### src/design/tile_sprite_scanline_compositor_assert.svh
// ----------------------------------------------------------------------------
// Assertion macros for the scanline compositor
// Two forms: an implication checked in the same cycle and one checked in the
// cycle after. Both are disabled while reset is high.
// ----------------------------------------------------------------------------
`ifndef TILE_SPRITE_SCANLINE_COMPOSITOR_ASSERT_SVH
`define TILE_SPRITE_SCANLINE_COMPOSITOR_ASSERT_SVH

// check the consequent in the cycle of the antecedent
`define TSSC_ASSERT_NOW(label, clk, rst, ante, cons, msg) \
  label: assert property (@(posedge clk) disable iff (rst) (ante) |-> (cons)) \
    else $error(msg);

// check the consequent in the cycle after the antecedent
`define TSSC_ASSERT_NEXT(label, clk, rst, ante, cons, msg) \
  label: assert property (@(posedge clk) disable iff (rst) (ante) |=> (cons)) \
    else $error(msg);

`endif

### src/design/tssc_ram.sv
// ----------------------------------------------------------------------------
// tssc_ram
// Generic single-write, single-read RAM with registered read data.
// ----------------------------------------------------------------------------
module tssc_ram #(
  parameter int WIDTH = 8,
  parameter int DEPTH = 32,
  localparam int AW = (DEPTH > 1) ? $clog2(DEPTH) : 1
) (
  input  logic             clk,
  input  logic             we,
  input  logic [AW-1:0]    waddr,
  input  logic [WIDTH-1:0] wdata,
  input  logic             re,
  input  logic [AW-1:0]    raddr,
  output logic [WIDTH-1:0] rdata
);

  logic [WIDTH-1:0] mem [DEPTH];

  always_ff @(posedge clk) begin
    if (we) begin
      mem[waddr] <= wdata;
    end
    if (re) begin
      rdata <= mem[raddr];
    end
  end

endmodule

### config.mk
export PLATFORM = sky130hd
export DESIGN_NAME = tssc_ram
export DESIGN_NICKNAME = d
export VERILOG_FILES = /design/src/design/tile_sprite_scanline_compositor_assert.svh /design/src/design/tssc_ram.sv
export SDC_FILE = /design/constraint.sdc
export NUM_CORES = 1
export LEC_CHECK = 0
export BUFFER_PORTS_ARGS = -buffer_cell sky130_fd_sc_hd__buf_4
export CORE_MARGIN = 10
export CORE_UTILIZATION = 33
export CTS_BUF_LIST = sky130_fd_sc_hd__clkbuf_4 sky130_fd_sc_hd__clkbuf_8
export CTS_CLUSTER_DIAMETER = 200
export DETAILED_ROUTE_END_ITERATION = 12
export SLEW_MARGIN = 5
export SYNTH_ARGS = -nofsm -noshare
export SYNTH_HDL_FRONTEND = slang
export SYNTH_SLANG_ARGS = --single-unit
### constraint.sdc
create_clock -name clk -period 2.7 [get_ports clk]
set_input_delay 0.405 -clock clk [delete_from_list [all_inputs] [get_ports clk]]
set_output_delay 0.405 -clock clk [all_outputs]
set_load 0.005 [all_outputs]
After elaboration in Yosys (flattened, before gate mapping)
Memory sizes are Yosys's and may differ from the RTL's. A register that Yosys moved wholly into a read port is not among the register bits.
Index checks and enable logic that the tools add are counted.
Storage, ports and cells
  register bits after elaboration: 0
  bits in writable memories: 256
  input port bits: 21
  word-level logic and storage cells: 3
  memories: 1
Memories
  mem: words 32, bits a word 8, rd ports 1, clocked after memory_dff 1, write ports 1, line tssc_ram.sv:19  | logic [WIDTH-1:0] mem [DEPTH];
Cells by class
  mux-type cells: 2
Operator list (count)
  two-way mux 1 bit: 2

Depth between registers and ports, before layout
  depth in word-level cells: 2
  depth in mapped cells: 5
  gate-level depth less buffers: 3

Worst setup path after synthesis
Ideal clock, no wire load.
  kind: in2reg
  from: in raddr[2]
  to: reg rdata[0] (read register of mem) (data pin)
  library setup time: 0.260 ns
  arrival time: 2.087 ns
  required time: 2.440 ns
  slack: 0.353 ns
  stages on the path: 5
  path buffers: 2
  cell sequence: clkbuf_1 > clkbuf_1 > mux4_2 > mux4_2 > mux2_2
RTL lines
  start: declaration: line tssc_ram.sv:15  | input logic [AW-1:0] raddr,
  end: declaration: line tssc_ram.sv:16  | output logic [WIDTH-1:0] rdata

==> results.toml <==
[routing]
detail_route.wirelength_um = 21100
number_of_violations_reported_at_the_end_of_detailed_routing_iteration_0 = 413
drt_drc_violations_left = 0
wl_per_cell_um = 22.6
via_per_inst = 4.83
dr.pass1.iters = 4
detail-route-antenna-nets = 0
detailroute.via_count = 4507

[clock_network]
clock_tree.root_cell = "clkbuf_8"
post_cts_hold_buffer_count = 0
cts_resized = 0
numCtsBuffers = 41
clkTransAtPathRegs_ps = 70
post_cts_buffers = 0
tritoncts_clock_tree = "done"
cts_sinks = 264
cts_max_path_buffers = 3
cts_max_level = 2
worst_skew_pair.late_latency_ps = 530

[sta]
timing.max_slew.rel_slack_pct = 52.0
setup_violations = 0
finalHoldViolations = 0
setup_repair_after_global_routing_missed_its_margin = "no"
finalClockSkew_ps = 18.1
maxClockFrequency_mhz = 514
final.setup.worst_slack_ps = 754
timing_max_transition_violations_final = 0
final.hold.worst_slack_ps = 211
final.min_clock_period_ps = 1950
timing.final.crit_share_pct = 72.1
final.setup.tns_ps = 0
worst_slew_pin_slew_ps = 717

[layout]
post_route_cells_drive_above_1_share_pct = 41.1
area_delta_synth_final_pct = 17.5
num_antenna_cells = 0
final_cell_area_um2 = 11900
mostFrequentLayoutCell = "edfxtp_1"
design.final.nets = 528
core_occupancy_in_the_finished_layout_pct = 39.1
layout.cells.most_common_list = "edfxtp_1 (264), mux4_2 (80), buf_4 (60)"

[min_path]
hp-class = "input pin to flip-flop"
hold_start = "re"

[job]
maxCapViolations = 0

[floorplan]
dieWidth_um = 195
rows = 64
core_um2 = 30400
die-area_um2 = 38100
start_util_pct = 33.3
io_pins = 29
floorplan.die.height_um = 195

[synth]
number_of_synthesized_register_bits = 264
synth_fp_nets = 438
combined_area_of_all_synthesized_cells_um2 = 10100
synth_cell_type_count = 14
seq_area_frac_synth_pct = 78.2
synth.avg_cell_area_um2 = 24.3
synthesis.instances = 417
synth_warnings = 0

[global_route]
grt_first_pass_wirelength_um = 31900
antenna_violations_before_repair = 0
grtUsageTotal_pct = 11.0
grt_max_degree = 33
first_global_vias = 4952
grt_overflow_total = 0

[placement]
place_ws_ps = 227
place.detailed.hpwl_um = 13700
placed_area_um2 = 11100
port_buffers = 28
gp_congestion = 0.759

[critical_path]
setup.reg_to_reg.worst_slack_ps = 750
worst_ep_required_time_ps = 2980
worst_setup_path_startpoint = "mem[14][1]"
worst_r2r_startpoint = "mem[14][1]"
logic_depth_of_the_worst_register_to_register_path = 3
critical_path.reg2reg.endpoint = "rdata[1]"
crit_fanout = 1
crit_path_end = "rdata[1]"
worst_path_arrival_ps = 2220
startpoint_type = "flip-flop"
critical_path_type = "flip-flop to flip-flop"
critical_path.endpoint_type = "flip-flop"

[power]
vdd_ir_max_mv = 0.236
p_per_area_nw_per_um2 = 693
static-leakage-power_nw = 3.77

[outcome]
run_status = "completed"
[through the flow]
stage / instances / power, mW
finish: 934 / 8.25
global route: 934 / 8.56
CTS: 934 / 8.35
detailed placement: 860 / 5.14
global placement: 860 / 5.13
floorplan: 417 / 4.92
[worst min-delay path by stage]
stage / to / slack [ps] / cells past startpoint
detailed placement: rdata[5] / 760 / 1
CTS: rdata[0] / 200 / 1
floorplan: mem[0][0] / 500 / 0
finish: rdata[0] / 210 / 1
global placement: rdata[5] / 760 / 1
global route: rdata[0] / 190 / 1
[sequential cells by signal, indices dropped and copies added, names as in the netlist]
signal / flops
mem: 256
rdata: 8
[critical path, cell delays in order (launching register included)]
cell and delay, ps:
edfxtp_1 360, mux4_2 520, mux4_2 520, mux2_2 290
[routing by layer]
layer,up-vias,routed length [um],share of wire [%],global-route usage [%]
met5,-,0,0,0
met4,0,271,1.3,3.00
met3,24,1460,6.9,2.26
met2,133,10300,49,17.6
met1,2375,9100,43,15.0
li1,1975,-,-,-
[kinds of logic (layout without fill, tap and decap cells)]
group | Yosys count | count (layout) | synth area share [%]
buffers and inverters | 20 | 141 | 1.05
flip-flops | 264 | 264 | 78.2
multiplexers | 88 | 88 | 18.7
AND/OR/NAND/NOR | 45 | 45 | 2.05
[cell type report]
cell class,count,area (um^2)
Tap cell,396,495
Fill cell,2691,18500
Multi-Input combinational cell,133,2100
Sequential cell,264,7930
Timing Repair Buffer,67,591
Clock buffer,58,704
Clock inverter,16,93.8
[power by group]
part	total (mW)	switching, mW	internal [mW]	leakage (nW)
Combinational	0.452	0.237	0.215	0.966
Clock	3.20	1.43	1.78	0.421
Sequential	4.59	0.0172	4.58	2.38
[Yosys cell counts]
| cell | n | share of area, % |
|---|---|---|
| or3_1 | 1 | 0.062 |
| nor2_1 | 33 | 1.2 |
| buf_1 | 6 | 0.22 |
| mux2_2 | 8 | 0.89 |
| nand2_1 | 1 | 0.037 |
| nand3_1 | 2 | 0.099 |
| mux4_2 | 80 | 18 |
| buf_6 | 1 | 0.11 |
| buf_4 | 6 | 0.44 |
| clkbuf_1 | 6 | 0.22 |
| or3b_2 | 3 | 0.26 |
| edfxtp_1 | 264 | 78 |
| nand3b_1 | 5 | 0.37 |
| buf_2 | 1 | 0.049 |
Power figures use the tool's default switching activity.
