## config.mk

```make
export PLATFORM = sky130hd
export DESIGN_NAME = tssc_merge
export DESIGN_NICKNAME = d
export VERILOG_FILES = /design/src/design/tile_sprite_scanline_compositor_assert.svh /design/src/design/tssc_pkg.sv /design/src/design/tssc_merge.sv
export SDC_FILE = /design/constraint.sdc
export NUM_CORES = 1
export LEC_CHECK = 0
export CAP_MARGIN = 40
export CORE_AREA = 2 2 71 73
export DETAILED_ROUTE_END_ITERATION = 8
export DIE_AREA = 0 0 73 75
export DONT_BUFFER_PORTS = 1
export GPL_ROUTABILITY_DRIVEN = 0
export SYNTH_ARGS = -nofsm -noshare
export SYNTH_HDL_FRONTEND = slang
export SYNTH_SLANG_ARGS = --single-unit
export TNS_END_PERCENT = 30
```

## constraint.sdc

```tcl
create_clock -name vclk -period 2.3
set_clock_uncertainty 0.05 [all_clocks]
set_input_delay 0.115 -clock vclk [all_inputs]
set_output_delay 0.115 -clock vclk [all_outputs]
set_load 0.01 [all_outputs]
```

## src/design/tile_sprite_scanline_compositor_assert.svh

```systemverilog
// ----------------------------------------------------------------------------
// Assertion macros for the scanline compositor
// Two forms: an implication checked in the same cycle and one checked in the
// cycle after. Both are disabled while reset is high.
// ----------------------------------------------------------------------------
`ifndef TILE_SPRITE_SCANLINE_COMPOSITOR_ASSERT_SVH
`define TILE_SPRITE_SCANLINE_COMPOSITOR_ASSERT_SVH

// check the consequent in the cycle of the antecedent
`define TSSC_ASSERT_NOW(label, clk, rst, ante, cons, msg) \
  label: assert property (@(posedge clk) disable iff (rst) (ante) |-> (cons)) \
    else $error(msg);

// check the consequent in the cycle after the antecedent
`define TSSC_ASSERT_NEXT(label, clk, rst, ante, cons, msg) \
  label: assert property (@(posedge clk) disable iff (rst) (ante) |=> (cons)) \
    else $error(msg);

`endif

```

## src/design/tssc_pkg.sv

```systemverilog
// ----------------------------------------------------------------------------
// tssc_pkg
// Types and fixed constants shared by the scanline compositor modules.
// ----------------------------------------------------------------------------
package tssc_pkg;

  localparam int TILE_W    = 8;   // pixels in one tile row
  localparam int NUM_LANES = TILE_W;
  localparam int LANE_W    = 3;   // bits to number a pixel within a tile row
  localparam int COLOR_W   = 6;
  localparam int PIX_W     = COLOR_W + 1;  // opaque flag above the color
  localparam int OPAQUE_B  = PIX_W - 1;
  localparam int NUM_LINES = 3;
  localparam int LINE_FRONT = 0;
  localparam int LINE_BG    = 1;
  localparam int LINE_BACK  = 2;
  localparam int PAL_BANKS = 4;   // entries of one subpalette, one per bank
  localparam int PAL_ROWS  = 8;   // subpalettes
  localparam int PAL_AW    = 3;

  typedef enum logic [2:0] {
    MODE_CLEAR  = 3'd0,
    MODE_BG     = 3'd1,
    MODE_SPRITE = 3'd2,
    MODE_PAL    = 3'd3,
    MODE_READ   = 3'd4
  } mode_t;

  typedef enum logic [1:0] {
    ST_IDLE,
    ST_ROW,
    ST_READ,
    ST_CLEAR
  } state_t;

  // tile row held while the lanes draw it
  typedef struct packed {
    logic [8:0]           x0;       // two's complement
    logic [7:0]           lo;
    logic [7:0]           hi;
    logic                 mirror;
    logic [NUM_LINES-1:0] line_sel;
  } row_t;

  typedef struct packed {
    logic draw;
    logic clear;
    logic read;
  } lane_ctl_t;

endpackage

```

## src/design/tssc_merge.sv

```systemverilog
// ----------------------------------------------------------------------------
// tssc_merge
// Picks the read pixel's bank out of the lanes and applies the priority:
// front sprite, background, back sprite, then the backdrop color.
// ----------------------------------------------------------------------------
module tssc_merge import tssc_pkg::*; (
  input  logic [NUM_LANES-1:0][NUM_LINES-1:0][PIX_W-1:0] line_q,
  input  logic [LANE_W-1:0]                              bank,
  input  logic                                           in_range,
  input  logic [COLOR_W-1:0]                             backdrop,
  output logic [COLOR_W-1:0]                             color
);

  logic [NUM_LINES-1:0][PIX_W-1:0] pix;

  always_comb begin
    pix   = line_q[bank];
    color = backdrop;
    if (in_range) begin
      if (pix[LINE_FRONT][OPAQUE_B]) begin
        color = pix[LINE_FRONT][COLOR_W-1:0];
      end else if (pix[LINE_BG][OPAQUE_B]) begin
        color = pix[LINE_BG][COLOR_W-1:0];
      end else if (pix[LINE_BACK][OPAQUE_B]) begin
        color = pix[LINE_BACK][COLOR_W-1:0];
      end
    end
  end

endmodule

```

Word level (Yosys, flattened, before mapping)

Cells that the tools add are included.

Order comparisons: 1
Mux-type cells: 6

Operators by type and width:

| cell               | count |
|---|---|
| $bmux 21 s3        | 1 |
| $mux 6             | 4 |
| $mux 21            | 1 |
| $lt 3x4->1 const B | 1 |

Register bits: 0
Input bits: 178
Word-level logic and storage cells: 7

Depth between registers and ports, before layout

Word-level depth: 6
Mapped depth: 8
Mapped depth without buffers: 5

Worst setup path before layout

No wires, ideal clock.

Path type: input -> output
From: input port bank[1]
To: output port color[0]
Arrival: 1.587 ns
Slack: 0.548 ns
Cell stages on the path: 6
Path buffers: 2
Path through: buf_2 -> buf_4 -> mux4_2 -> mux2_2 -> nand3_1 -> o2111ai_1

Longest elaborated chain between the ends: 6

RTL lines:

| what                              | line             | text |
|---|---|---|
| start, declared                   | tssc_merge.sv:8  | `input logic [LANE_W-1:0] bank,` |
| $bmux 21 s3 (*)                   | tssc_merge.sv:17 | `pix = line_q[bank];` |
| $mux 21 (implied by the code) (*) | tssc_merge.sv:17 |  |
| $mux 6                            | tssc_merge.sv:24 | `end else if (pix[LINE_BACK][OPAQUE_B]) begin` |
| $mux 6                            | tssc_merge.sv:22 | `end else if (pix[LINE_BG][OPAQUE_B]) begin` |
| $mux 6 (*)                        | tssc_merge.sv:20 | `if (pix[LINE_FRONT][OPAQUE_B]) begin` |
| $mux 6 (*)                        | tssc_merge.sv:19 | `if (in_range) begin` |
| end, declared                     | tssc_merge.sv:11 | `output logic [COLOR_W-1:0] color` |

Mark *: on every way between the ends. The rest lies on a longest branch, timed or not. The select of a mux whose other input is x is not followed.

Worst setup path in the final report

From: input port line_q[55] in the netlist's numbering
To: output port color[4]

Longest elaborated chain between the ends: 5

RTL lines:

| what                          | line             | text |
|---|---|---|
| start, declared               | tssc_merge.sv:7  | `input logic [NUM_LANES-1:0][NUM_LINES-1:0][PIX_W-1:0] line_q,` |
| $bmux 21 s3                   | tssc_merge.sv:17 |  |
| $mux 21 (implied by the code) | tssc_merge.sv:17 |  |
| $mux 6                        | tssc_merge.sv:22 |  |
| $mux 6                        | tssc_merge.sv:20 |  |
| $mux 6                        | tssc_merge.sv:19 |  |

Every way passes these cells. The select of a mux whose other input is x is not followed.

==> reports/metrics.cfg <==
[global_routing]
antenna_found_initial=0
grt-ovfl-total=0
grt_pass1_vias=1476
grt_max_degree=45
grt_usage_pct=16.0
grt_pass1_wl_microns=6850

[timing]
final.period_utilization_pct=76.2
clock.fmax_ghz=0.570
hold_violations=0
setup_viol=0
drv_slew=0
post-route-min-period_ns=1.75
slew-limit-headroom_pct=62.7
worstMarginPinSlew_ns=0.545
finalSetupTns_ns=0
rsz0062_at_grt=no
layout_setup_ws_ns=0.547

[detailed_routing]
vias_per_cell=7.65
drt_iter0_markers=92
wl_met2_microns=2890
met1Wirelength_microns=1640
routed.top_layer=met4
dr.pass1.iters=4
drc_errors=0
antenna_left=0
dr_wl_met3_microns=670
wirelength_microns=5240
wl_per_cell_microns=30.3
vias=1323

[hold_path]
timing.hold.worst.class=input pin to output port

[layout]
seq_cells=0
fillCellCount=449
n_clock_buffer=0
drive_gt1_share_pct=49.6
antenna_cells=0
final_nets=299
register_area_sq_um=0
area_delta_synth_final_pct=-1.67

[flow_run]
drv_cap=0

[clocking]
holdBufCountCts=0
cts_setup_buffers=0
cts_resized=0

[worst_setup_path]
end_kind=output port
worstSetupPathType=input pin to output port
cp.required_ns=2.13
arrival_ns=1.59
cp_max_fo=7
crit_path_start_kind=input pin

[power_and_ir_drop]
p_leak_uw=0.000472
irDropWorstVdd_mv=0.0488
p_per_area_mw_per_mm2=185

[die]
pin_count=184
coreArea_sq_mm=0.00466
dieHeight_microns=75
row_count=25
start_util_pct=33.7
die_area_sq_mm=0.00548
die_x_microns=73

[logic_synthesis]
synth_top_area_share_pct=54.4
ys_seq_area_share_pct=0
synthesis.area_sq_mm=0.00157
synth_cells=133
yosys.area.top_type=mux4_2
syn-num-nets=311
ys_warn_count=0
synth_area_leaders=mux4_2, mux2_2, o2111ai_1
synth.distinct_cells=30
avgSynthCellArea_sq_um=11.8

[placed_design]
io_buffers=0
pre_cts_slack_ns=0.548
dpl.hpwl_microns=4480

[outcome]
status=finished clean

-- cell type report --
cell class / count / area (sq um) / area share [%]
multi-input cells: 111 / 1440 / 93.0
well taps: 54 / 67.6 / 4.37
repair buffers: 3 / 22.5 / 1.46
inverters: 5 / 18.8 / 1.21
-- critical path: stages --
cell and delay [ns]:
nor2b_1 0.16, a211oi_2 0.06, or4_1 0.68, o21a_1 0.25
o32ai_2 0.32
-- synth_stat cells (2+ instances only) --
cell type / n
nand2_1: 7
buf_6: 4
nor2b_1: 4
mux2_2: 16
o2111ai_1: 10
clkbuf_1: 3
mux2i_1: 5
nor2_1: 3
nand3_1: 10
inv_1: 5
buf_2: 6
mux2_1: 2
buf_1: 2
nand2b_1: 2
a211oi_1: 2
mux4_2: 38
-- path summary, 6_finish.rpt --
path	from	end	slack [ns]	cells past startpoint
setup / recovery	line_q[55]	color[4]	0.55	5
hold / removal	in_range	color[2]	0.38	1
-- report_power, final --
part | total, uW | switching (uW) | leakage, uW | internal (uW)
clock | 0 | 0 | 0 | 0
sequential | 0 | 0 | 0 | 0
combinational | 286 | 103 | 0.000472 | 183
total | 286 | 103 | 0.000472 | 183
-- routing by layer --
metal  track usage, %  vias up
met5                0        -
met4             1.65        0
met3             2.95        8
met2             33.2      150
met1             17.2      614
li1                 -      551
-- per-stage QoR --
stage          utilization, %  area [sq um]  cells  hold slack [ns]  power [uW]
6_report                 33.2          1550    173            0.377         286
5_1_grt                  33.2          1550    173            0.377         305
4_1_cts                  33.2          1550    173            0.381         288
3_5_place_dp             33.2          1550    173            0.379         285
3_3_place_gp             33.2          1550    173            0.380         280
2_1_floorplan               -          1570    133            0.376         289
-- layout by cell type (no fill, tap or decap), types with 3 or more instances in the layout --
cell | synthesis | final
mux4_2 | 38 | 38
nor2_1 | 3 | 3
inv_1 | 5 | 5
mux2i_1 | 5 | 5
nand3_1 | 10 | 10
buf_4 | 1 | 3
nor2b_1 | 4 | 4
o2111ai_1 | 10 | 10
nand2_1 | 7 | 7
mux2_2 | 16 | 16
-- cell families (layout without fill, tap and decap cells) --
logic type | Yosys count | after routing | synth area share, %
AOI/OAI and AO/OA | 20 | 20 | 11.3
buffers and inverters | 22 | 8 | 8.59
muxes | 61 | 61 | 70.5
and+or+nand+nor | 30 | 30 | 9.63
No activity file was read; power rests on OpenSTA's default activity.
