--- src/design/tile_sprite_scanline_compositor_assert.svh ---
// ----------------------------------------------------------------------------
// Assertion macros for the scanline compositor
// Two forms: an implication checked in the same cycle and one checked in the
// cycle after. Both are disabled while reset is high.
// ----------------------------------------------------------------------------
`ifndef TILE_SPRITE_SCANLINE_COMPOSITOR_ASSERT_SVH
`define TILE_SPRITE_SCANLINE_COMPOSITOR_ASSERT_SVH

// check the consequent in the cycle of the antecedent
`define TSSC_ASSERT_NOW(label, clk, rst, ante, cons, msg) \
  label: assert property (@(posedge clk) disable iff (rst) (ante) |-> (cons)) \
    else $error(msg);

// check the consequent in the cycle after the antecedent
`define TSSC_ASSERT_NEXT(label, clk, rst, ante, cons, msg) \
  label: assert property (@(posedge clk) disable iff (rst) (ante) |=> (cons)) \
    else $error(msg);

`endif

--- src/design/tssc_pkg.sv ---
// ----------------------------------------------------------------------------
// tssc_pkg
// Types and fixed constants shared by the scanline compositor modules.
// ----------------------------------------------------------------------------
package tssc_pkg;

  localparam int TILE_W    = 8;   // pixels in one tile row
  localparam int NUM_LANES = TILE_W;
  localparam int LANE_W    = 3;   // bits to number a pixel within a tile row
  localparam int COLOR_W   = 6;
  localparam int PIX_W     = COLOR_W + 1;  // opaque flag above the color
  localparam int OPAQUE_B  = PIX_W - 1;
  localparam int NUM_LINES = 3;
  localparam int LINE_FRONT = 0;
  localparam int LINE_BG    = 1;
  localparam int LINE_BACK  = 2;
  localparam int PAL_BANKS = 4;   // entries of one subpalette, one per bank
  localparam int PAL_ROWS  = 8;   // subpalettes
  localparam int PAL_AW    = 3;

  typedef enum logic [2:0] {
    MODE_CLEAR  = 3'd0,
    MODE_BG     = 3'd1,
    MODE_SPRITE = 3'd2,
    MODE_PAL    = 3'd3,
    MODE_READ   = 3'd4
  } mode_t;

  typedef enum logic [1:0] {
    ST_IDLE,
    ST_ROW,
    ST_READ,
    ST_CLEAR
  } state_t;

  // tile row held while the lanes draw it
  typedef struct packed {
    logic [8:0]           x0;       // two's complement
    logic [7:0]           lo;
    logic [7:0]           hi;
    logic                 mirror;
    logic [NUM_LINES-1:0] line_sel;
  } row_t;

  typedef struct packed {
    logic draw;
    logic clear;
    logic read;
  } lane_ctl_t;

endpackage

--- src/design/tssc_ram.sv ---
// ----------------------------------------------------------------------------
// tssc_ram
// Generic single-write, single-read RAM with registered read data.
// ----------------------------------------------------------------------------
module tssc_ram #(
  parameter int WIDTH = 8,
  parameter int DEPTH = 32,
  localparam int AW = (DEPTH > 1) ? $clog2(DEPTH) : 1
) (
  input  logic             clk,
  input  logic             we,
  input  logic [AW-1:0]    waddr,
  input  logic [WIDTH-1:0] wdata,
  input  logic             re,
  input  logic [AW-1:0]    raddr,
  output logic [WIDTH-1:0] rdata
);

  logic [WIDTH-1:0] mem [DEPTH];

  always_ff @(posedge clk) begin
    if (we) begin
      mem[waddr] <= wdata;
    end
    if (re) begin
      rdata <= mem[raddr];
    end
  end

endmodule

--- src/design/tssc_lane.sv ---
// ----------------------------------------------------------------------------
// tssc_lane
// One pixel bank of all three line buffers: every pixel x with x mod 8 equal
// to LANE. Draws the one tile pixel that lands in this bank, clears and reads back.
// ----------------------------------------------------------------------------
module tssc_lane import tssc_pkg::*; #(
  parameter int LANE       = 0,
  parameter int LINE_WIDTH = 256,
  parameter int ROW_AW     = 5
) (
  input  logic                                 clk,
  input  lane_ctl_t                            ctl,
  input  row_t                                 row,
  input  logic [PAL_BANKS-1:1][COLOR_W-1:0]    pal,
  input  logic [ROW_AW-1:0]                    clr_addr,
  input  logic [ROW_AW-1:0]                    rd_addr,
  output logic [NUM_LINES-1:0][PIX_W-1:0]      rdata
);

  localparam int ROWS = 1 << ROW_AW;

  logic [LANE_W-1:0]    tap;
  logic [LANE_W-1:0]    bit_sel;
  logic [9:0]           px;
  logic                 on_line;
  logic [1:0]           pix_val;
  logic [COLOR_W-1:0]   color;
  logic [15:0]          px_row;
  logic [ROW_AW-1:0]    waddr;
  logic [PIX_W-1:0]     wdata;
  logic [NUM_LINES-1:0] we;

  always_comb begin
    // which pixel of the tile row falls into this bank
    tap     = LANE_W'(LANE) - row.x0[LANE_W-1:0];
    bit_sel = row.mirror ? tap : ~tap;
    px      = {row.x0[8], row.x0} + {7'd0, tap};
    on_line = !px[9] && ({1'b0, px} < 11'(LINE_WIDTH));
    pix_val = {row.hi[bit_sel], row.lo[bit_sel]};
    case (pix_val)
      2'd1:    color = pal[1];
      2'd2:    color = pal[2];
      2'd3:    color = pal[3];
      default: color = '0;
    endcase
    px_row = 16'(px[9:3]);
    waddr  = ctl.clear ? clr_addr : px_row[ROW_AW-1:0];
    wdata  = ctl.clear ? '0 : {1'b1, color};
    for (int k = 0; k < NUM_LINES; k++) begin
      we[k] = ctl.clear ||
              (ctl.draw && row.line_sel[k] && (pix_val != 2'd0) && on_line);
    end
  end

  for (genvar k = 0; k < NUM_LINES; k++) begin : g_line
    tssc_ram #(
      .WIDTH(PIX_W),
      .DEPTH(ROWS)
    ) u_ram (
      .clk  (clk),
      .we   (we[k]),
      .waddr(waddr),
      .wdata(wdata),
      .re   (ctl.read),
      .raddr(rd_addr),
      .rdata(rdata[k])
    );
  end

endmodule

--- config.mk ---
export PLATFORM = sky130hd
export DESIGN_NAME = tssc_lane
export DESIGN_NICKNAME = d
export VERILOG_FILES = /design/src/design/tile_sprite_scanline_compositor_assert.svh /design/src/design/tssc_pkg.sv /design/src/design/tssc_ram.sv /design/src/design/tssc_lane.sv
export SDC_FILE = /design/constraint.sdc
export NUM_CORES = 1
export LEC_CHECK = 0
export BUFFER_PORTS_ARGS = -buffer_cell sky130_fd_sc_hd__buf_4
export CORE_MARGIN = 2
export CORE_UTILIZATION = 62
export CTS_CLUSTER_DIAMETER = 150
export DETAILED_ROUTE_END_ITERATION = 8
export HOLD_SLACK_MARGIN = 0.03
export PLACE_DENSITY = 0.88
export RECOVER_POWER = 50
export SETUP_SLACK_MARGIN = 0.3
export SYNTH_ARGS = -nofsm -noshare
export SYNTH_HDL_FRONTEND = slang
export SYNTH_SLANG_ARGS = --single-unit
--- constraint.sdc ---
create_clock -name clk -period 11.2 [get_ports clk]
set_clock_uncertainty 0.05 [all_clocks]
set_input_delay 1.68 -clock clk [delete_from_list [all_inputs] [get_ports clk]]
set_output_delay 1.68 -clock clk [all_outputs]
set_load 0.03 [all_outputs]
* Word-level counts from Yosys, hierarchy flattened
Memory sizes are Yosys's and may differ from the RTL's. A register that Yosys moved wholly into a read port is not among the register bits.
Index checks and enable logic that the tools add are counted.
** Operators by class
- Magnitude comparators :: 2
- Mux-type cells :: 14
- Add/subtract/negate cells :: 2
- Reductions and logical operators :: 15
- Equal/unequal tests :: 3
- Bitwise operators :: 1
** Operator list (number)
- $pmux 6 s3 :: 1
- $add 9x4->10 :: 1
- $logic_and 1x1->1 :: 10
- $lt 10x9->1 const B :: 1
- $mux 1 :: 8
- $mux 7 :: 1
- $bmux 1 s3 :: 2
- $mux 5 :: 1
- $eq 2x2->1 const B :: 2
- $lt 3x4->1 const B :: 1
- $logic_or 1x1->1 :: 3
- $mux 3 :: 1
- $not 3->3 :: 1
- $sub 1x3->3 const A :: 1
- $eq 2x1->1 const B :: 1
- $reduce_bool 2->1 :: 1
- $logic_not 1->1 :: 1
** Storage, ports and cells
- Memory bits (writable) :: 672
- Flip-flop bits (word level) :: 0
- Output and inout port bits :: 21
- Input bits :: 61
- Memories :: 3
** Memories
- g_line[0].u_ram.mem :: depth 32, width 7, rd ports 1, clocked after memory_dff 1, write ports 1, line tssc_ram.sv:19 : logic [WIDTH-1:0] mem [DEPTH];
- g_line[1].u_ram.mem :: depth 32, width 7, rd ports 1, clocked after memory_dff 1, write ports 1, line tssc_ram.sv:19
- g_line[2].u_ram.mem :: depth 32, width 7, rd ports 1, clocked after memory_dff 1, write ports 1, line tssc_ram.sv:19

* Logic depth before layout (Yosys ltp)
- Word-level depth :: 11
- Gate-level depth with buffers :: 10
- Mapped depth without buffers :: 9

* Hierarchy
From an unflattened synthesis, not the netlist that was laid out.
** Second synthesis, totals
- Cell total of the unflattened synthesis :: 1243
- Area total of the unflattened synthesis :: 27612.7 um^2
** By module, submodules not included
- tssc_ram :: area an instance 8903.5 um^2, cells an instance 370, sequential area each 6936.7 um^2, times used 3
- tssc_lane :: area an instance 902.1 um^2, cells an instance 133, sequential area each 0.0 um^2, times used 1

* Worst setup path after synthesis
OpenSTA, ideal clock, no wires.
- Kind :: input port to flip-flop
- Start :: in row[20] (netlist name)
- End :: mem g_line[0].u_ram.mem[0][2] (netlist name), data pin
- Path slack :: 2869 ps
- Library setup time :: 976 ps
- Arrival time :: 7305 ps
- Data required time :: 10174 ps
- Stages :: 10
- Cell sequence :: inv_1 ha_1 buf_2 or3b_1 a22oi_1 a211oi_1 nor2_1 buf_4 mux2i_1 a211oi_1
** Between the ends
- Longest elaborated chain between the ends :: 8
** Ends and longest elaborated chain
- start, declared :: line tssc_lane.sv:13 : input row_t row,
- $sub 1x3->3 * :: line tssc_lane.sv:35 : tap = LANE_W'(LANE) - row.x0[LANE_W-1:0];
- $not 3->3 :: line tssc_lane.sv:36 : bit_sel = row.mirror ? tap : ~tap;
- $mux 3 * :: line tssc_lane.sv:36
- $bmux 1 s3 :: line tssc_lane.sv:39 : pix_val = {row.hi[bit_sel], row.lo[bit_sel]};
- $mux 1 (implied by the code) :: line tssc_lane.sv:39
- $eq 2x2->1 or $eq 2x1->1 (tied branches) :: line tssc_lane.sv:40 : case (pix_val)
- $pmux 6 s3 * :: line tssc_lane.sv:40
- $mux 7 * :: line tssc_lane.sv:48 : wdata = ctl.clear ? '0 : {1'b1, color};
- via g_line[0].u_ram.wdata[2] :: line tssc_ram.sv:13 : input logic [WIDTH-1:0] wdata,
- end, declared :: line tssc_ram.sv:19
Mark *: on every way through the listed nets, which the timed path passes. The rest lies on a longest branch. The select of a mux whose other input is x is not followed.

* Worst setup path after layout
- Start :: in row[20] (netlist name)
- End :: mem g_line[2].u_ram.mem[27][0] (netlist name), data pin
** Between the ends
- Longest elaborated chain between the ends :: 8
** Ends and longest elaborated chain (line)
- $sub 1x3->3 * :: tssc_lane.sv:35
- $not 3->3 :: tssc_lane.sv:36
- $mux 3 * :: tssc_lane.sv:36
- $bmux 1 s3 :: tssc_lane.sv:39
- $mux 1 (implied by the code) :: tssc_lane.sv:39
- $eq 2x2->1 or $eq 2x1->1 (tied branches) :: tssc_lane.sv:40
- $pmux 6 s3 * :: tssc_lane.sv:40
- $mux 7 * :: tssc_lane.sv:48
- via g_line[0].u_ram.wdata[0] :: tssc_ram.sv:13
- end, declared :: tssc_ram.sv:19
Marked as above.

==> flow_summary_export.csv <==
group,metric,value,unit
run,cap_violations,11,
finish,syn_to_final_growth,10.37,%
sta,slew_headroom,-210.9,%
synthesis,syn_area_per_cell,22.73,sq um
critical_path,crit_type,"input pin to flip-flop",
synthesis,yosysWarnings,0,
global_routing,antenna_found_initial,1,
cts,cts_tree,"done",
global_routing,track_usage,29.15,%
outcome,violations,"capacitance limit, slew limit",
finish,fillers,2552,
critical_path,regToRegSetupSlack,9.11,ns
floorplan,boundaryPins,82,
pwr,leakagePower,0.008688,uW
floorplan,row_count,77,
floorplan,fp.dieW,215.8,microns
synthesis,synth_edf_count,693,
critical_path,startpoint,"row[20]",
pwr,ir_drop,0.1050,mV
finish,nNetsFinal,1377,
cts,clock_latency,0.60,ns
critical_path,critical_path.cell_chain,"clkbuf_1 -> inv_1 -> ha_1 -> nor2b_1 -> a22o_1 -> a211oi_1 -> nor2_1 -> mux2i_1 -> a211oi_4 -> clkbuf_1 -> buf_4",
synthesis,async_flop_share,0,%
cts,h-tree-depth,3,
pwr,pwr-share-clk,37.9,%
floorplan,dieHeight,215.8,microns
sta,min_period,7.573,ns
synthesis,yosysMostFrequentCell,"edfxtp_1",
synthesis,synth_cell_type_count,47,
floorplan,coreArea,44220,sq um
global_routing,grt_util_met1,39.30,%
critical_path,required,11.44,ns
cts,root_buffer,"clkbuf_16",
global_routing,gr-usage-met2,49.31,%
synthesis,yosys.area_share.xor_xnor,0.1214,%
outcome,outcome,"complete, but fails checks",
global_routing,grt-ovfl-total,0,
global_routing,grt_pass1_wl,96990,microns
cts,ctsHoldBuffers,0,
synthesis,synth-simple-area-share,3.454,%
detailed_routing,drt_iter0_markers,1980,
synthesis,synth_nets,1289,
critical_path,rr_startpoint,"g_line[1].u_ram.mem[10][2]",
finish,register_area,20810,sq um
detailed_routing,num_vias,13710,
pwr,seqPwrFrac,53.5,%
cts,postCtsSetupRepairBufs,0,
synthesis,synth_area_leaders,"edfxtp_1 75%, mux4_2 17%, nor3_2 1.2%",
detailed_routing,postRouteAntennaNets,0,
cts,clockBufferDepth,3,
synthesis,ys_ff_latch,693,
sta,tns,0,ns
global_routing,grt_pass1_vias,14150,
synthesis,synth_seq_area_share,74.80,%
synthesis,synth_fa_ha_area_share,0.1799,%
synthesis,synth.cell_area,27820,sq um
critical_path,slowest_delay,1.71,ns
sta,finalHoldViolCount,0,
critical_path,cp.arrival,7.81,ns
placed_design,place_hpwl,36650,microns
critical_path,cp-end-kind,"flip-flop",
global_routing,busiest_layer,"met2",
synthesis,netlist_instances,1224,
pwr,power.density,185.7,nW/um^2
synthesis,synth_top_family_by_area,"multiplexers",
pwr,combPwrFrac,8.6,%
detailed_routing,routed_wl,65770,microns
sta,slew_viol_final,302,
placed_design,io_buffers,81,
min_path,worstHoldStart,"g_line[0].u_ram.mem[23][6]",
global_routing,grt_max_degree,102,
critical_path,startpoint_type,"input pin",
sta,max_freq,0.1321,GHz
critical_path,critPathSlowestCell,"clkbuf_1",
pwr,internal-power,4405,uW
sta,rsz0062_at_grt,"no",
cts,cts_sinks,693,
synthesis,synth_ff_type,"edfxtp_1",
finish,drive_gt1_share,29.59,%
floorplan,die_area,46580,sq um
floorplan,start_util,62.91,%
synthesis,muxShareOfSynthArea,18.58,%
detailed_routing,first_pass_iters,5,
critical_path,critical_path.top_delay_family,"buffers and inverters",
detailed_routing,wire_per_inst,33.66,microns
cts,cts_repair_resize_count,0,
cts,clkTransAtPathRegs,0.06,ns
critical_path,worst-path-buf-inv,4,
cts,cts_buffers,67,
pwr,p_sw_share,22.75,%
critical_path,worstPathMaxFanout,52,
placed_design,place_congestion,0.8746,
sta,fin_crit_sh,67.61,%
synthesis,yosysTopAreaCellShare,74.80,%
finish,multi_input_area,6425,sq um
min_path,hp-class,"flip-flop to flip-flop",
detailed_routing,routed_via_density,7.017,
global_routing,use_met3,5.046,%
sta,final-setup-viol-count,0,
sta,tightest_slew,4.663,ns
synthesis,synth_top_cell_by_area,"edfxtp_1",
detailed_routing,drcViolationCount,0,
finish,antenna_cells,0,
synthesis,synth_compound_area_share,1.196,%
synthesis,synthTopCellsByCount,"693 x edfxtp_1, 210 x mux4_2, 64 x nor3_1",
critical_path,path_common_cell,"clkbuf_1",
finish,utilization,69.43,%
pwr,p_sw,1297,uW
through the flow:
stage	setup WS (ns)	cell area (sq um)	total power, uW	std cells	hold WS (ns)
2_1_floorplan	2.869	27820	3407	1224	0.8904
3_5_place_dp	4.982	28990	3601	1835	0.9340
4_1_cts	5.569	31050	5739	1954	0.9509
6_report	3.627	30700	5703	1954	0.9435
3_3_place_gp	5.196	28990	3574	1835	0.9109
5_1_grt	3.196	30700	5831	1954	0.9666
final cells by class:
class                           instances  area share, %
Multi-Input combinational cell        445          20.93
Timing Repair Buffer                  101          2.127
Inverter                                4        0.04890
Sequential cell                       693          67.78
Clock inverter                         28         0.6805
Clock buffer                           91          6.031
Tap cell                              592          2.412
logic make-up (layout without fill, tap and decap cells):
group,Yosys count,count (layout)
flip-flops,693,693
adder cells (fa/ha/maj),4,4
AO/OA/AOI/OAI,40,40
AND/OR/NAND/NOR,148,148
XOR/XNOR,3,3
buffers and inverters,86,224
multiplexers,250,250
registers in the layout, summed over array words and instances (netlist names):
signal              count
g_line.u_ram.rdata     21
g_line.u_ram.mem      672
power by group through the flow:
stage	registers, uW	clock network, uW	logic (uW)
2_1_floorplan	3110	0	293
3_3_place_gp	3090	0	482
3_5_place_dp	3100	0	502
4_1_cts	3050	2180	510
5_1_grt	3050	2260	517
6_report	3050	2160	491
worst paths after layout:
kind	endpoint	cells after the start
max	g_line[2].u_ram.mem[27][0]	11
min	g_line[0].u_ram.rdata[6]	3
max reg2reg	g_line[1].u_ram.rdata[2]	3
min reg2reg	g_line[0].u_ram.rdata[6]	3
per-layer routing:
layer,share of wire (%),routed length [microns]
met5,0.020,13
met4,2.5,1656
met1,36,23460
met2,52,34260
met3,9.7,6387
placed cells by master (no fill, tap or decap), types with 5 or more instances in the layout:
master / count
clkbuf_1: 51
mux4_2: 210
o22ai_1: 5
clkinv_2: 13
buf_4: 68
a21oi_1: 6
nand2_1: 13
nor3_1: 98
a211oi_1: 8
mux2_2: 20
edfxtp_1: 693
nand3_1: 6
clkinv_1: 10
nor2b_1: 5
clkbuf_16: 71
mux2i_1: 17
worst min-delay path, delay by kind of cell, from the launching register on:
family,cells,cell delay (ns)
muxes,3,0.58
DFF,1,0.32
(Power assumes the default switching activity.)
